$ cat src/sv/sbc_pkg.sv
// shared types, constants and functions of the systematic (12,8) block codec
// no dependencies
package sbc_pkg;

   localparam int PARITY_BITS = 4;
   localparam int DATA_BITS   = 8;
   localparam int TABLE_BITS  = DATA_BITS * PARITY_BITS;
   localparam int ADDR_BITS   = 1;

   localparam logic [TABLE_BITS-1:0] TABLE_RESET = 32'hCF65_8421;

   typedef enum logic {
      MODE_ENCODE = 1'b0,
      MODE_DECODE = 1'b1
   } sbc_mode_type;

   typedef enum logic [ADDR_BITS-1:0] {
      REG_MODE  = 1'b0,
      REG_TABLE = 1'b1
   } sbc_reg_type;

   // position of a byte within an encode pair or a decode triple
   localparam logic [1:0] PHASE_FIRST  = 2'd0;
   localparam logic [1:0] PHASE_SECOND = 2'd1;
   localparam logic [1:0] PHASE_THIRD  = 2'd2;

   typedef struct packed {
      logic [1:0]           phase;
      logic [DATA_BITS-1:0] held_bits;
   } sbc_state_type;

   typedef struct packed {
      logic [DATA_BITS-1:0] out_byte;
      logic                 corrected;
      logic                 last_out;
   } sbc_result_type;

   typedef struct packed {
      sbc_result_type [1:0] res;
      logic [1:0]           count;
      sbc_state_type        next_state;
   } sbc_step_type;

   // parity bits in row order: bit j holds p_j
   function automatic logic [PARITY_BITS-1:0] parity_acc(
      input logic [DATA_BITS-1:0]  data,
      input logic [TABLE_BITS-1:0] ptab
   );
      logic [PARITY_BITS-1:0] acc;
      acc = '0;
      for (int i = 0; i < DATA_BITS; i++) begin
         if (data[DATA_BITS-1-i]) begin
            acc = acc ^ ptab[PARITY_BITS*i +: PARITY_BITS];
         end
      end
      return acc;
   endfunction

   function automatic logic [PARITY_BITS-1:0] reverse_nib(input logic [PARITY_BITS-1:0] v);
      logic [PARITY_BITS-1:0] r;
      for (int j = 0; j < PARITY_BITS; j++) begin
         r[j] = v[PARITY_BITS-1-j];
      end
      return r;
   endfunction

   // parity nibble in stream order, p0 in the msb
   function automatic logic [PARITY_BITS-1:0] parity_nibble(
      input logic [DATA_BITS-1:0]  data,
      input logic [TABLE_BITS-1:0] ptab
   );
      return reverse_nib(parity_acc(data, ptab));
   endfunction

   // decode one codeword; returns {corrected, data byte}
   function automatic logic [DATA_BITS:0] decode_word(
      input logic [DATA_BITS+PARITY_BITS-1:0] cw,
      input logic [TABLE_BITS-1:0]            ptab
   );
      logic [DATA_BITS-1:0]   data;
      logic [PARITY_BITS-1:0] syn;
      logic [DATA_BITS-1:0]   flip;
      logic                   hit;
      data = cw[DATA_BITS+PARITY_BITS-1:PARITY_BITS];
      syn  = parity_acc(data, ptab) ^ reverse_nib(cw[PARITY_BITS-1:0]);
      flip = '0;
      hit  = 1'b0;
      // scan from the last row down so the first matching row wins
      for (int i = DATA_BITS - 1; i >= 0; i--) begin
         if (ptab[PARITY_BITS*i +: PARITY_BITS] == syn) begin
            flip = '0;
            flip[DATA_BITS-1-i] = 1'b1;
            hit = 1'b1;
         end
      end
      return {hit, data ^ flip};
   endfunction

endpackage

$ cat src/sv/sbc_req_if.sv
// input byte channel of the block codec
// depends on sbc_pkg
interface sbc_req_if;
   logic                          valid;
   logic                          ready;
   logic [sbc_pkg::DATA_BITS-1:0] data_byte;
   logic                          last_in;

   modport source (output valid, output data_byte, output last_in, input ready);
   modport sink   (input valid, input data_byte, input last_in, output ready);
endinterface

$ cat src/sv/sbc_rsp_if.sv
// result byte channel of the block codec
// depends on sbc_pkg
interface sbc_rsp_if;
   logic                          valid;
   logic                          ready;
   logic [sbc_pkg::DATA_BITS-1:0] out_byte;
   logic                          corrected;
   logic                          last_out;

   modport source (output valid, output out_byte, output corrected, output last_out,
                   input ready);
   modport sink   (input valid, input out_byte, input corrected, input last_out,
                   output ready);
endinterface

$ cat src/sv/sbc_csr_if.sv
// register write channel of the block codec
// depends on sbc_pkg
interface sbc_csr_if;
   logic                           valid;
   logic                           ready;
   logic [sbc_pkg::ADDR_BITS-1:0]  addr;
   logic [sbc_pkg::TABLE_BITS-1:0] wdata;

   modport source (output valid, output addr, output wdata, input ready);
   modport sink   (input valid, input addr, input wdata, output ready);
endinterface

$ cat src/sv/sbc_core.sv
// per-byte encode/decode step: results of one input byte and the next stream state
// depends on sbc_pkg
module sbc_core (
   input  sbc_pkg::sbc_mode_type           mode,
   input  logic [sbc_pkg::TABLE_BITS-1:0]  ptab,
   input  sbc_pkg::sbc_state_type          state,
   input  logic [sbc_pkg::DATA_BITS-1:0]   data_byte,
   input  logic                            last_in,
   output sbc_pkg::sbc_step_type           step
);

   logic [sbc_pkg::PARITY_BITS-1:0] par;
   logic [sbc_pkg::DATA_BITS:0]     dec_hi;
   logic [sbc_pkg::DATA_BITS:0]     dec_lo;

   assign par    = sbc_pkg::parity_nibble(data_byte, ptab);
   assign dec_hi = sbc_pkg::decode_word({state.held_bits, data_byte[7:4]}, ptab);
   assign dec_lo = sbc_pkg::decode_word({state.held_bits[3:0], data_byte}, ptab);

   always_comb begin
      step = '0;
      step.next_state = state;
      unique case (mode)
         sbc_pkg::MODE_ENCODE: begin
            if (state.phase != sbc_pkg::PHASE_SECOND) begin
               step.res[0].out_byte = data_byte;
               step.next_state.held_bits = {4'b0000, par};
               step.next_state.phase = sbc_pkg::PHASE_SECOND;
               if (last_in) begin
                  // flush the pending parity nibble padded with zeros
                  step.res[1].out_byte = {par, 4'b0000};
                  step.count = 2'd2;
               end else begin
                  step.count = 2'd1;
               end
            end else begin
               step.res[0].out_byte = {state.held_bits[3:0], data_byte[7:4]};
               step.res[1].out_byte = {data_byte[3:0], par};
               step.count = 2'd2;
               step.next_state.held_bits = '0;
               step.next_state.phase = sbc_pkg::PHASE_FIRST;
            end
         end
         sbc_pkg::MODE_DECODE: begin
            priority if (state.phase == sbc_pkg::PHASE_SECOND) begin
               step.res[0].out_byte  = dec_hi[7:0];
               step.res[0].corrected = dec_hi[8];
               step.count = 2'd1;
               step.next_state.held_bits = {4'b0000, data_byte[3:0]};
               step.next_state.phase = sbc_pkg::PHASE_THIRD;
            end else if (state.phase == sbc_pkg::PHASE_THIRD) begin
               step.res[0].out_byte  = dec_lo[7:0];
               step.res[0].corrected = dec_lo[8];
               step.count = 2'd1;
               step.next_state.held_bits = '0;
               step.next_state.phase = sbc_pkg::PHASE_FIRST;
            end else begin
               step.count = 2'd0;
               step.next_state.held_bits = data_byte;
               step.next_state.phase = sbc_pkg::PHASE_SECOND;
            end
         end
         default: begin
            step.count = 2'd0;
         end
      endcase
      if (last_in) begin
         step.next_state = '0;
      end
      // flag the final result of this transaction
      if (step.count == 2'd2) begin
         step.res[1].last_out = 1'b1;
      end else if (step.count == 2'd1) begin
         step.res[0].last_out = 1'b1;
      end
   end

endmodule

$ cat src/sv/sbc_out_buf.sv
// two-entry result register holding the results of one transaction
// depends on sbc_pkg
module sbc_out_buf (
   input  logic                        clock,
   input  logic                        reset,
   input  logic                        load,
   input  sbc_pkg::sbc_result_type [1:0] load_res,
   input  logic [1:0]                  load_count,
   input  logic                        pop,
   output logic                        can_load,
   output logic                        head_valid,
   output sbc_pkg::sbc_result_type     head,
   output logic [1:0]                  count
);

   sbc_pkg::sbc_result_type [1:0] entry_ff;
   sbc_pkg::sbc_result_type [1:0] entry_in;
   logic [1:0]                    count_ff;
   logic [1:0]                    count_in;

   assign can_load   = (count_ff == 2'd0) || ((count_ff == 2'd1) && pop);
   assign head_valid = (count_ff != 2'd0);
   assign head       = entry_ff[0];
   assign count      = count_ff;

   always_comb begin
      entry_in = entry_ff;
      count_in = count_ff;
      priority if (load) begin
         entry_in = load_res;
         count_in = load_count;
      end else if (pop) begin
         entry_in[0] = entry_ff[1];
         count_in = count_ff - 2'd1;
      end
   end

   always_ff @(posedge clock) begin
      if (reset) begin
         count_ff <= 2'd0;
      end else begin
         count_ff <= count_in;
      end
      entry_ff <= entry_in;
   end

endmodule

$ cat src/sv/systematic_12_8_block_codec_unit.sv
// an input byte is held in the input register, its results in the result register
// throughput: one byte per cycle while results are taken; a byte with two results
//    stalls the input until the result register drains, one result per cycle
// reset: synchronous, clears stream phase, held bits and both pipeline registers;
//    mode returns to encode and the parity table to 0xCF658421
module systematic_12_8_block_codec_unit (
   input  logic      clock,
   input  logic      reset,
   sbc_req_if.sink   req_ch,
   sbc_rsp_if.source rsp_ch,
   sbc_csr_if.sink   csr_ch
);

   sbc_pkg::sbc_mode_type          mode_ff;
   logic [sbc_pkg::TABLE_BITS-1:0] ptab_ff;
   sbc_pkg::sbc_state_type         state_ff;

   logic                          in_valid_ff;
   logic [sbc_pkg::DATA_BITS-1:0] in_byte_ff;
   logic                          in_last_ff;

   sbc_pkg::sbc_step_type   step;
   sbc_pkg::sbc_result_type head;
   logic                    can_load;
   logic                    head_valid;
   logic                    move;
   logic                    pop;
   logic [1:0]              buf_count;

   assign csr_ch.ready = 1'b1;

   always_ff @(posedge clock) begin
      if (reset) begin
         mode_ff <= sbc_pkg::MODE_ENCODE;
         ptab_ff <= sbc_pkg::TABLE_RESET;
      end else if (csr_ch.valid) begin
         unique case (sbc_pkg::sbc_reg_type'(csr_ch.addr))
            sbc_pkg::REG_MODE:  mode_ff <= sbc_pkg::sbc_mode_type'(csr_ch.wdata[0]);
            sbc_pkg::REG_TABLE: ptab_ff <= csr_ch.wdata;
            default: ;
         endcase
      end
   end

   // input register advances into the result register as one step
   assign pop          = rsp_ch.valid && rsp_ch.ready;
   assign move         = in_valid_ff && can_load;
   assign req_ch.ready = !in_valid_ff || can_load;

   always_ff @(posedge clock) begin
      if (reset) begin
         in_valid_ff <= 1'b0;
         state_ff    <= '0;
      end else begin
         if (req_ch.ready) begin
            in_valid_ff <= req_ch.valid;
         end
         if (move) begin
            state_ff <= step.next_state;
         end
      end
      if (req_ch.valid && req_ch.ready) begin
         in_byte_ff <= req_ch.data_byte;
         in_last_ff <= req_ch.last_in;
      end
   end

   sbc_core u_core (
      .mode      (mode_ff),
      .ptab      (ptab_ff),
      .state     (state_ff),
      .data_byte (in_byte_ff),
      .last_in   (in_last_ff),
      .step      (step)
   );

   sbc_out_buf u_out_buf (
      .clock      (clock),
      .reset      (reset),
      .load       (move),
      .load_res   (step.res),
      .load_count (step.count),
      .pop        (pop),
      .can_load   (can_load),
      .head_valid (head_valid),
      .head       (head),
      .count      (buf_count)
   );

   assign rsp_ch.valid     = head_valid;
   assign rsp_ch.out_byte  = head.out_byte;
   assign rsp_ch.corrected = head.corrected;
   assign rsp_ch.last_out  = head.last_out;

   a_count_bound: assert property (@(posedge clock) disable iff (reset)
      buf_count != 2'd3)
      else $error("result register holds more than two entries");

   a_hold_stalled: assert property (@(posedge clock) disable iff (reset)
      in_valid_ff && !can_load |=> in_valid_ff && $stable(in_byte_ff) && $stable(in_last_ff))
      else $error("stalled input transaction lost");

   a_encode_uncorrected: assert property (@(posedge clock) disable iff (reset)
      move && mode_ff == sbc_pkg::MODE_ENCODE |-> !step.res[0].corrected && !step.res[1].corrected)
      else $error("corrected flag raised in encode mode");

   a_phase_range: assert property (@(posedge clock) disable iff (reset)
      move |=> state_ff.phase != 2'd3)
      else $error("stream phase left its range");

endmodule
$ cat src/flat_wrapper.sv
// flat-port wrapper written by rule: the top's interface ports become plain ports
module systematic_12_8_block_codec_unit_flat 
  (clock, reset, req_ch_valid, req_ch_data_byte, req_ch_last_in, req_ch_ready, rsp_ch_valid, rsp_ch_out_byte, rsp_ch_corrected, rsp_ch_last_out, rsp_ch_ready, csr_ch_valid, csr_ch_addr, csr_ch_wdata, csr_ch_ready);
  sbc_req_if req_ch_i ();
  sbc_rsp_if rsp_ch_i ();
  sbc_csr_if csr_ch_i ();
  input  logic clock;
  input  logic reset;
  input wire logic [$bits(req_ch_i.valid)-1:0] req_ch_valid;
  input wire logic [$bits(req_ch_i.data_byte)-1:0] req_ch_data_byte;
  input wire logic [$bits(req_ch_i.last_in)-1:0] req_ch_last_in;
  output wire logic [$bits(req_ch_i.ready)-1:0] req_ch_ready;
  output wire logic [$bits(rsp_ch_i.valid)-1:0] rsp_ch_valid;
  output wire logic [$bits(rsp_ch_i.out_byte)-1:0] rsp_ch_out_byte;
  output wire logic [$bits(rsp_ch_i.corrected)-1:0] rsp_ch_corrected;
  output wire logic [$bits(rsp_ch_i.last_out)-1:0] rsp_ch_last_out;
  input wire logic [$bits(rsp_ch_i.ready)-1:0] rsp_ch_ready;
  input wire logic [$bits(csr_ch_i.valid)-1:0] csr_ch_valid;
  input wire logic [$bits(csr_ch_i.addr)-1:0] csr_ch_addr;
  input wire logic [$bits(csr_ch_i.wdata)-1:0] csr_ch_wdata;
  output wire logic [$bits(csr_ch_i.ready)-1:0] csr_ch_ready;
  assign req_ch_i.valid = req_ch_valid;
  assign req_ch_i.data_byte = req_ch_data_byte;
  assign req_ch_i.last_in = req_ch_last_in;
  assign req_ch_ready = req_ch_i.ready;
  assign rsp_ch_valid = rsp_ch_i.valid;
  assign rsp_ch_out_byte = rsp_ch_i.out_byte;
  assign rsp_ch_corrected = rsp_ch_i.corrected;
  assign rsp_ch_last_out = rsp_ch_i.last_out;
  assign rsp_ch_i.ready = rsp_ch_ready;
  assign csr_ch_i.valid = csr_ch_valid;
  assign csr_ch_i.addr = csr_ch_addr;
  assign csr_ch_i.wdata = csr_ch_wdata;
  assign csr_ch_ready = csr_ch_i.ready;
  systematic_12_8_block_codec_unit u_core (.clock(clock), .reset(reset), .req_ch(req_ch_i), .rsp_ch(rsp_ch_i), .csr_ch(csr_ch_i));
endmodule
$ cat config.mk
export PLATFORM = sky130hd
export DESIGN_NAME = systematic_12_8_block_codec_unit_flat
export DESIGN_NICKNAME = d
export VERILOG_FILES = /design/src/sv/sbc_pkg.sv /design/src/sv/sbc_req_if.sv /design/src/sv/sbc_rsp_if.sv /design/src/sv/sbc_csr_if.sv /design/src/sv/sbc_core.sv /design/src/sv/sbc_out_buf.sv /design/src/sv/systematic_12_8_block_codec_unit.sv /design/src/flat_wrapper.sv
export SDC_FILE = /design/constraint.sdc
export NUM_CORES = 1
export LEC_CHECK = 0
export BUFFER_PORTS_ARGS = -buffer_cell sky130_fd_sc_hd__buf_2
export CELL_PAD_IN_SITES_DETAIL_PLACEMENT = 1
export CELL_PAD_IN_SITES_GLOBAL_PLACEMENT = 2
export CORE_MARGIN = 10
export CORE_UTILIZATION = 40
export CTS_CLUSTER_SIZE = 12
export DETAILED_ROUTE_END_ITERATION = 12
export PLACE_DENSITY_LB_ADDON = 0.25
export SETUP_SLACK_MARGIN = 0.3
export SLEW_MARGIN = 20
export SYNTH_ARGS = -nofsm -noshare
export SYNTH_HDL_FRONTEND = slang
export SYNTH_HIERARCHICAL = 1
export SYNTH_SLANG_ARGS = --single-unit
$ cat constraint.sdc
create_clock -name clock -period 3.9 [get_ports clock]
set_input_delay 0.78 -clock clock [delete_from_list [all_inputs] [get_ports clock]]
set_output_delay 0.78 -clock clock [all_outputs]
set_load 0.02 [all_outputs]
==> results.md, run 1 <==
- LEAKAGE: a little over 4 nW
- First-pass GRT wire length: around 38000 um
- Pwr dens: around 450 nW/um^2
- Hold Slack: between 0.5 and 0.6 ns
- Met2 Track Usage GR: between 30% and 40%
- Final instance area: approximately 9000 sq um
- Max Clock Skew: 0.00795 ns
- CTS tree: yes
- Drt first pass iters: 5
- Critical Path RT: roughly 4.0 ns
- GRT Total Usage: around 22%
- Asr flop ratio synth: 0%
- Area of the multi-input gates: between 5000 and 6000 sq um
- Met1 Use GR: between 20 and 30%
- Post-Route WL: approximately 26000 um
- Residual DRC: 0
- Fin crit share: a little under 100%
- Crit. End Element: flop
- Synth Instances: 686
- Max Root-Sink Buffers: 2
- Synthesized cell area: around 7000 sq um
- Placed cell areas: between 7000 and 8000 sq um
- Synth Register Bits: 75
- I/O pin count: 60
- Storage cell area: about 1800 sq um
- Fin util: around half
- Worst-path clk slew: about 0.070 ns
- RSZ-0062 raised after global routing: yes
- Antenna-violating nets left: 0
- Worst-path cell chain: buf_6, buf_4, buf_4, buf_4, nand2_1, xnor2_2, buf_4, buf_4, xnor3_1, nor4_4, nor4bb_2, buf_4, xor2_1, a221o_2, mux2_2
- Net Count, Synth: 737
- YS warnings: 6
- # port buffers: 58
- Inst Count DP: roughly 1000
- Later-pin clock latency in the skew report: 0.35 ns
- Hold WC Path Type: reg2reg
- CP max stage delay: 0.44 ns
- Post-DR wirelength/cell: about 25 um
- Share of cells above drive strength 1: 37.9%
- Post-synth EDFFs: 29
- Max-slew violation count: 0
- CTS Sinks: 75
- Die Wd: 152 um
- Max_cap viols: 0
- Initial antenna violation count: 0
- CTS H-tree lvls: 3
- Initial DRC Count: between 500 and 600
- Post-DR vias/cell: about 5.5
- Die Y: about 150 um
- Die ar.: approximately 23000 sq um
- Critical Setup Path Class: reg2reg
- Number of global-route vias before repair: a little over 6000
- Via count: 5834
- Routability cong.: 0.975
- Worst setup SP type: flop
- Grt peak-use layer: met2
- Critical Path Most Common Cell: buf_4
- Core footprint: 17200 sq um
- Initial Utilization: approximately 40%
- Seq/Total Area, Yosys: between 20 and 30%
- Arrival @ worst endpoint: between 3 and 4 ns
- Crit path time final: approximately 3.8 ns
- Grt met3 use: roughly 4.4%
- Largest net degree at the start of global routing: between 50 and 60
- Fmax: ~260 MHz
- Final Setup Violations: 0
- FP Rows: between 40 and 50
- Maximum vdd drop: about 0.00024 V
- GRT Residual Overflow: 0
- Most used DFF post-synth: dfxtp_1
- Slew at the pin closest to its max-slew limit: between 0.8 and 0.9 ns
- Syn avg cell area: slightly above 10 sq um
- Num CTS Buffers: 9
- Final Non-Filler Cells: around 1100
- N_diodes: 0
- Area added between synthesis and finish: 28.0%
- Filler instances: between 1500 and 2000
- Outcome: complete, no violations
- Post-detail-place hpwl: a little under 20000 um
- Max-slew headroom: approximately 41%
- Final #Nets: between 800 and 900
- Unique masters post-synth: 65
- Worst path slowest cell: edfxtp_1
- Root Driver: clkbuf_16
- Hold Fails Final Rpt: 0
- CP Max Fanout: 6
worst paths after layout:
| path | startpoint | to | slack (ns) | cells past startpoint |
|---|---|---|---|---|
| worst max-delay path | u_core/in_byte_ff[6] | u_core/u_out_buf/head[3] | 0.11 | 15 |
| worst max register to register | u_core/in_byte_ff[6] | u_core/u_out_buf/head[3] | 0.11 | 15 |
| worst min register to register | u_core/u_out_buf/entry_ff[15] | u_core/u_out_buf/head[5] | 0.55 | 1 |
| worst min-delay path | u_core/u_out_buf/entry_ff[15] | u_core/u_out_buf/head[5] | 0.55 | 1 |
cells in the mapped netlist, types with 3 or more instances:
cell type	count	area share [%]
a211o_1	14	1.8
a21bo_2	28	4.0
a21oi_1	34	2.5
a22oi_1	3	0.32
and2_1	9	0.81
and3_1	15	1.4
buf_2	16	1.2
buf_4	15	1.6
buf_6	8	1.3
clkbuf_1	15	0.81
dfxtp_1	46	13
edfxtp_1	29	13
ha_1	4	0.72
inv_1	12	0.65
mux2_2	10	1.6
mux2i_1	5	0.72
nand2_1	104	5.6
nand2b_1	5	0.45
nand3_1	28	2.0
nand4b_1	3	0.38
nand4bb_1	3	0.49
nor2_1	20	1.1
nor2b_1	12	1.1
nor3_1	3	0.22
nor4_1	9	0.81
o21ai_0	6	0.43
o221ai_1	3	0.38
or2_2	4	0.36
or4_1	3	0.32
xnor2_1	72	9.1
xnor3_1	59	19
xor2_1	44	5.6
xor3_1	3	1.0
area by class of cell:
type                    count  share of cell area [%]
clock inverters             7                    1.11
inverters                  12                   0.507
flip-flops and latches     75                    20.6
multi-input cells         542                    56.7
well taps                 225                    3.17
repair buffers            188                    15.3
clock buffers               9                    2.54
registers in the layout (all words and copies together) (netlist names):
| register | cells |
|---|---|
| u_core/in_byte_ff | 8 |
| u_core/in_last_ff | 1 |
| u_core/in_valid_ff | 1 |
| u_core/mode_ff | 1 |
| u_core/ptab_ff | 32 |
| u_core/state_ff | 10 |
| u_core/u_out_buf/count | 2 |
| u_core/u_out_buf/entry_ff | 10 |
| u_core/u_out_buf/head | 10 |
layout by cell type, fill, tap and decap left out, types with 15 or more instances in the layout:
master    instances
xnor2_1          63
a21bo_2          28
dfxtp_1          29
buf_6            15
edfxtp_1         29
nand3_1          28
xnor3_1          53
and3_1           15
a21oi_1          34
xor2_1           42
nor2_1           20
nand2_1         100
buf_2            58
buf_4           112
cells by family after synthesis:
logic type	Yosys count	share of synthesized area (%)
AND/OR/NAND/NOR	232	16.8
other	2	0.108
multiplexers	17	2.99
XOR/XNOR	183	36.3
flip-flops	75	25.8
buffers and inverters	69	5.86
AO/OA/AOI/OAI	104	11.4
adder cells (fa/ha/maj)	4	0.721
where the power goes:
group	switching (mW)	total (mW)	internal (mW)
sequential	0.0781	1.01	0.930
clock	0.367	0.932	0.565
combinational	1.02	2.08	1.06
total	1.47	4.02	2.56
worst max-delay path, delay by kind of cell (launching register included):
| family | cells | cell delay [ns] |
|---|---|---|
| buf+inv | 7 | 1.05 |
| simple gates | 3 | 0.85 |
| xor+xnor | 3 | 0.62 |
| flops | 1 | 0.44 |
| compound gates | 1 | 0.33 |
| mux | 1 | 0.26 |
through the flow:
stage / power (mW) / worst slack [ns] / TNS (ns)
2_1_floorplan: 2.26 / 0.400 / 0
3_3_place_gp: 2.75 / -0.0503 / -0.0503
3_5_place_dp: 2.79 / 0.00133 / 0
4_1_cts: 3.81 / 0.254 / 0
5_1_grt: 4.20 / 0.0296 / 0
6_report: 4.02 / 0.113 / 0
per-layer routing:
| layer | part of all wire (%) | vias to the layer above | wire length (um) |
|---|---|---|---|
| met5 | 0 | - | 0 |
| met4 | 1.4 | 0 | 356 |
| met3 | 6.6 | 17 | 1710 |
| met2 | 48 | 195 | 12600 |
| met1 | 44 | 2974 | 11400 |
| li1 | - | 2648 | - |
timing repair:
item / 4_1_cts / 5_1_grt
hold buffers: 0 / 0
gates resized for setup: 36 / 61
gates cloned: 0 / 0
buffers inserted: 14 / 25
setup endpoints to repair: 9 / 9
pin swaps: 7 / 37
No activity file was read; power rests on OpenSTA's default activity.
==> inputs of run 2 (changes only) <==
--- a/config.mk
+++ b/config.mk
@@ -9,7 +9,8 @@
 export CELL_PAD_IN_SITES_DETAIL_PLACEMENT = 1
 export CELL_PAD_IN_SITES_GLOBAL_PLACEMENT = 2
 export CORE_MARGIN = 10
-export CORE_UTILIZATION = 40
+export CORE_UTILIZATION = 37
+export CTS_CLUSTER_DIAMETER = 40
 export CTS_CLUSTER_SIZE = 12
 export DETAILED_ROUTE_END_ITERATION = 12
 export PLACE_DENSITY_LB_ADDON = 0.25
@@ -17,5 +18,4 @@
 export SLEW_MARGIN = 20
 export SYNTH_ARGS = -nofsm -noshare
 export SYNTH_HDL_FRONTEND = slang
-export SYNTH_HIERARCHICAL = 1
 export SYNTH_SLANG_ARGS = --single-unit
==> run 2 against run 1 <==
Against the previous run: flip-flop and latch count shrank 1; combinational power is 37% lower; setup slack better by 0.28 ns; core utilization fell by 7.8 points; global-route usage is 3.4 points lower; clock skew rose by 0.0025 ns; cell count is 7.8% lower; synthesized cell count grew 3.2%; count of clock-buffer cells in the layout is 1 higher; critical path type unchanged.
==> results.md, run 2 <==
- Share of the synthesized area in the top cell type: 15.1% (was 19.2%)
- Synthesized cell area: 6090 sq um (was 6940 sq um)
- Count leader, synth: nand2_1 (unchanged)
- Max_cap viols: 0 (unchanged)
- GRT Residual Overflow: 0 (unchanged)
- Fin crit share: 89.9% (was 97.1%)
- Unique masters post-synth: 68 (was 65)
- Top delay family on crit path: XOR/XNOR gates (was buffers and inverters)
- GRT Total Usage: 18.8% (was 22.2%)
- Total negative slack: 0 ns (unchanged)
- Crit path time final: 3.51 ns (was 3.79 ns)
- Die ar.: 22000 sq um (was 23000 sq um)
- Top reg by flops: u_core.ptab_ff (was u_core/ptab_ff)
- Slew at the pin closest to its max-slew limit: 1.01 ns (was 0.878 ns)
- Later-pin clock latency in the skew report: 0.35 ns (about the same)
- Post-DR wirelength/cell: 21.0 um (was 24.6 um)
- Post-DR vias/cell: 5.24 (was 5.51)
- Post-synth EDFFs: 28 (was 29)
- CTS H-tree lvls: 3 (unchanged)
- Core footprint: 16000 sq um (was 17200 sq um)
- Crit. End Element: flop (unchanged)
- First-pass GRT wire length: 31900 um (was 37900 um)
- Num CTS Buffers: 9 (unchanged)
- Synth Register Bits: 74 (was 75)
- Hold buffers post-CTS: 0 (unchanged)
- Area added between synthesis and finish: 15.2% (was 28.0%)
- Reg2reg path depth: 11 (was 15)
- CP Max Fanout: 9 (was 6)
- Max-slew violation count: 0 (unchanged)
- Largest register FFs: 32 (unchanged)
- Reg2reg start: u_core.state_ff[2] (was u_core/in_byte_ff[6])
- Number of global-route vias before repair: 5480 (was 6123)
- YS warnings: 0 (was 6)
- FP Rows: 46 (was 48)
- LEAKAGE: 2.86 nW (was 4.03 nW)
- Worst path slowest cell: o311ai_0 (was edfxtp_1)
- Hold depth: 2 (was 1)
- CTS Sinks: 74 (was 75)
- Die Wd: 148 um (was 152 um)
- Net Count, Synth: 759 (was 737)
- Pwr dens: 455 nW/um^2 (was 453 nW/um^2)
- Die Y: 148 um (was 152 um)
- I/O pin count: 60 (unchanged)
- R2r setup slk: 0.39 ns (was 0.11 ns)
- Commonest non-fill, non-tap cell in the layout: nand2_1 (was buf_4)
- Routability cong.: 0.961 (was 0.975)
- Bufs and invs on worst path: 1 (was 7)
- Initial DRC Count: 398 (was 593)
- Reg2reg end: u_core.u_out_buf.head[2] (was u_core/u_out_buf/head[3])
- Yosys top cell by area: dfxtp_1 (was xnor3_1)
- Most used DFF post-synth: dfxtp_1 (unchanged)
- Final #Nets: 805 (was 879)
- Largest net degree at the start of global routing: 47 (was 54)
- Post-Route WL: 20400 um (was 26000 um)
- Worst-path clk slew: 0.07 ns (about the same)
- Hold_sp: u_core.u_out_buf.count[1] (was u_core/u_out_buf/entry_ff[15])
- Post-detail-place hpwl: 16100 um (was 19400 um)
- Most area-consuming cells after synthesis: dfxtp_1 15%, edfxtp_1 14%, xnor2_1 11%, nand2_1 11%, xor2_1 7.3% (was xnor3_1 19%, dfxtp_1 13%, edfxtp_1 13%, xnor2_1 9.1%, nand2_1 5.6%)
- Hold Fails Final Rpt: 0 (unchanged)
- Hold WC Path Type: reg2reg (unchanged)
- RSZ-0062 raised after global routing: yes (unchanged)
- Commonest non-fill, non-tap cells in the layout: 174 x nand2_1, 75 x xnor2_1, 58 x buf_2 (was 112 x buf_4, 100 x nand2_1, 63 x xnor2_1)
- Fmax: 285 MHz (was 264 MHz)
- Max Clock Skew: 0.0104 ns (was 0.00795 ns)
- CTS tree: yes (unchanged)
- Final Setup Violations: 0 (unchanged)
- Max Root-Sink Buffers: 2 (unchanged)
- Syn avg cell area: 8.60 sq um (was 10.1 sq um)
- Seq/Total Area, Yosys: 28.9% (was 25.8%)
- Critical Setup Path Class: reg2reg (unchanged)
- Residual DRC: 0 (unchanged)
- Critical Path RT: 4.00 ns (was 4.01 ns)
- Post-synth top cells: 175 x nand2_1, 79 x xnor2_1, 51 x xor2_1 (was 104 x nand2_1, 72 x xnor2_1, 59 x xnor3_1)
- Hold EP: u_core.u_out_buf.count[1] (was u_core/u_out_buf/head[5])
- Max-slew headroom: 32.0% (was 41.5%)
- Initial antenna violation count: 0 (unchanged)
- Share of cells above drive strength 1: 21.3% (was 37.9%)
- N_diodes: 0 (unchanged)
- Root Driver: clkbuf_16 (unchanged)
- Arrival @ worst endpoint: 3.61 ns (was 3.90 ns)
- Outcome: complete, no violations (unchanged)
- Antenna-violating nets left: 0 (unchanged)
- CP max stage delay: 0.47 ns (was 0.44 ns)
- Drt first pass iters: 5 (unchanged)
- Via count: 5107 (was 5834)
- Synth Instances: 708 (was 686)
- Final total power: 3.19 mW (was 4.02 mW)
- Initial Utilization: 38.1% (was 40.4%)
- Asr flop ratio synth: 0% (unchanged)
- # port buffers: 58 (unchanged)
- Worst-path cell chain: buf_4, nand2_2, xnor3_2, xnor2_4, xnor3_1, and4bb_2, a41o_1, nand3b_4, o311ai_0, nor3b_1, a21oi_1 (was buf_6, buf_4, buf_4, buf_4, nand2_1, xnor2_2, buf_4, buf_4, xnor3_1, nor4_4, nor4bb_2, buf_4, xor2_1, a221o_2, mux2_2)
- Maximum vdd drop: 0.000208 V (was 0.000238 V)
- Worst setup SP type: flop (unchanged)
-- run 2: cell count changes after synthesis, sizes merged, moves of 12 or more --
cell    before  now
clkbuf      15   36
nand3       28    4
nand4        0   12
xnor3       60   18
xnor2       75   87
a21bo       28    0
nand2      105  176
and3        15    0
a211o       14    0
nand3b       2   16
-- run 2: layout make-up --
type                    instances  area (sq um)
clock buffers                  10           229
clock inverters                 6          82.6
fillers                      1939          8980
inverters                      14          52.6
multi-input cells             552          3980
flip-flops and latches         74          1780
well taps                     216           270
repair buffers                103           628
-- run 2: worst min-delay path: cells and delay by family, from the launching register on --
| kind | cells | cell delay, ns |
|---|---|---|
| buf+inv | 1 | 0.08 |
| compound gates | 1 | 0.07 |
| flops | 1 | 0.30 |
-- run 2: metal layers --
layer,track usage [%],vias to the layer above,wire (um)
met5,0,-,0
met4,7.68,0,531
met3,2.61,27,960
met2,30.5,130,9630
met1,24.6,2510,9330
li1,-,2440,-
-- run 2: worst max path at each step --
stage,startpoint,to,slack (ns),cells past startpoint
2_1_floorplan,u_core.ptab_ff[26],u_core.u_out_buf.head[3],0.73,11
3_3_place_gp,u_core.in_byte_ff[4],u_core.u_out_buf.head[2],0.16,10
3_5_place_dp,u_core.in_byte_ff[4],u_core.u_out_buf.head[2],0.09,10
4_1_cts,u_core.ptab_ff[7],u_core.u_out_buf.head[3],0.31,10
5_1_grt,u_core.in_byte_ff[6],u_core.u_out_buf.head[2],0.28,11
6_report,u_core.state_ff[2],u_core.u_out_buf.head[2],0.39,11
-- run 2: power by group --
| part | switching [mW] | internal [mW] |
|---|---|---|
| clock network | 0.339 | 0.557 |
| logic | 0.751 | 0.572 |
| registers | 0.0722 | 0.898 |
| total | 1.16 | 2.03 |
-- run 2: kinds of logic (layout without fill, tap and decap cells) --
logic type | count (synthesis) | in the layout | synth area share (%)
XOR/XNOR | 162 | 162 | 30.6
flip-flops | 74 | 74 | 28.9
buffers and inverters | 82 | 133 | 6.43
multiplexers | 9 | 9 | 1.54
other | 1 | 1 | 0.0616
adder cells (fa/ha/maj) | 4 | 4 | 0.822
AND/OR/NAND/NOR | 288 | 288 | 22.3
AO/OA/AOI/OAI | 88 | 88 | 9.39
-- run 2: what timing repair did --
| item | in CTS | in global routing |
|---|---|---|
| pin swaps | 0 | 4 |
| setup buffers | 4 | 4 |
| gates resized for setup | 3 | 14 |
| setup endpoints to repair | 7 | 7 |
-- run 2: metrics by stage --
step / setup WS [ns] / utilization (%) / hold WS, ns / instance area, sq um / instances
global route: 0.276 / 43.9 / 0.533 / 7020 / 975
finish: 0.393 / 43.9 / 0.508 / 7020 / 975
global placement: 0.157 / 41.2 / 0.485 / 6590 / 951
floorplan: 0.725 / - / 0.469 / 6090 / 708
CTS: 0.309 / 43.3 / 0.516 / 6930 / 971
detailed placement: 0.0917 / 41.2 / 0.506 / 6590 / 951
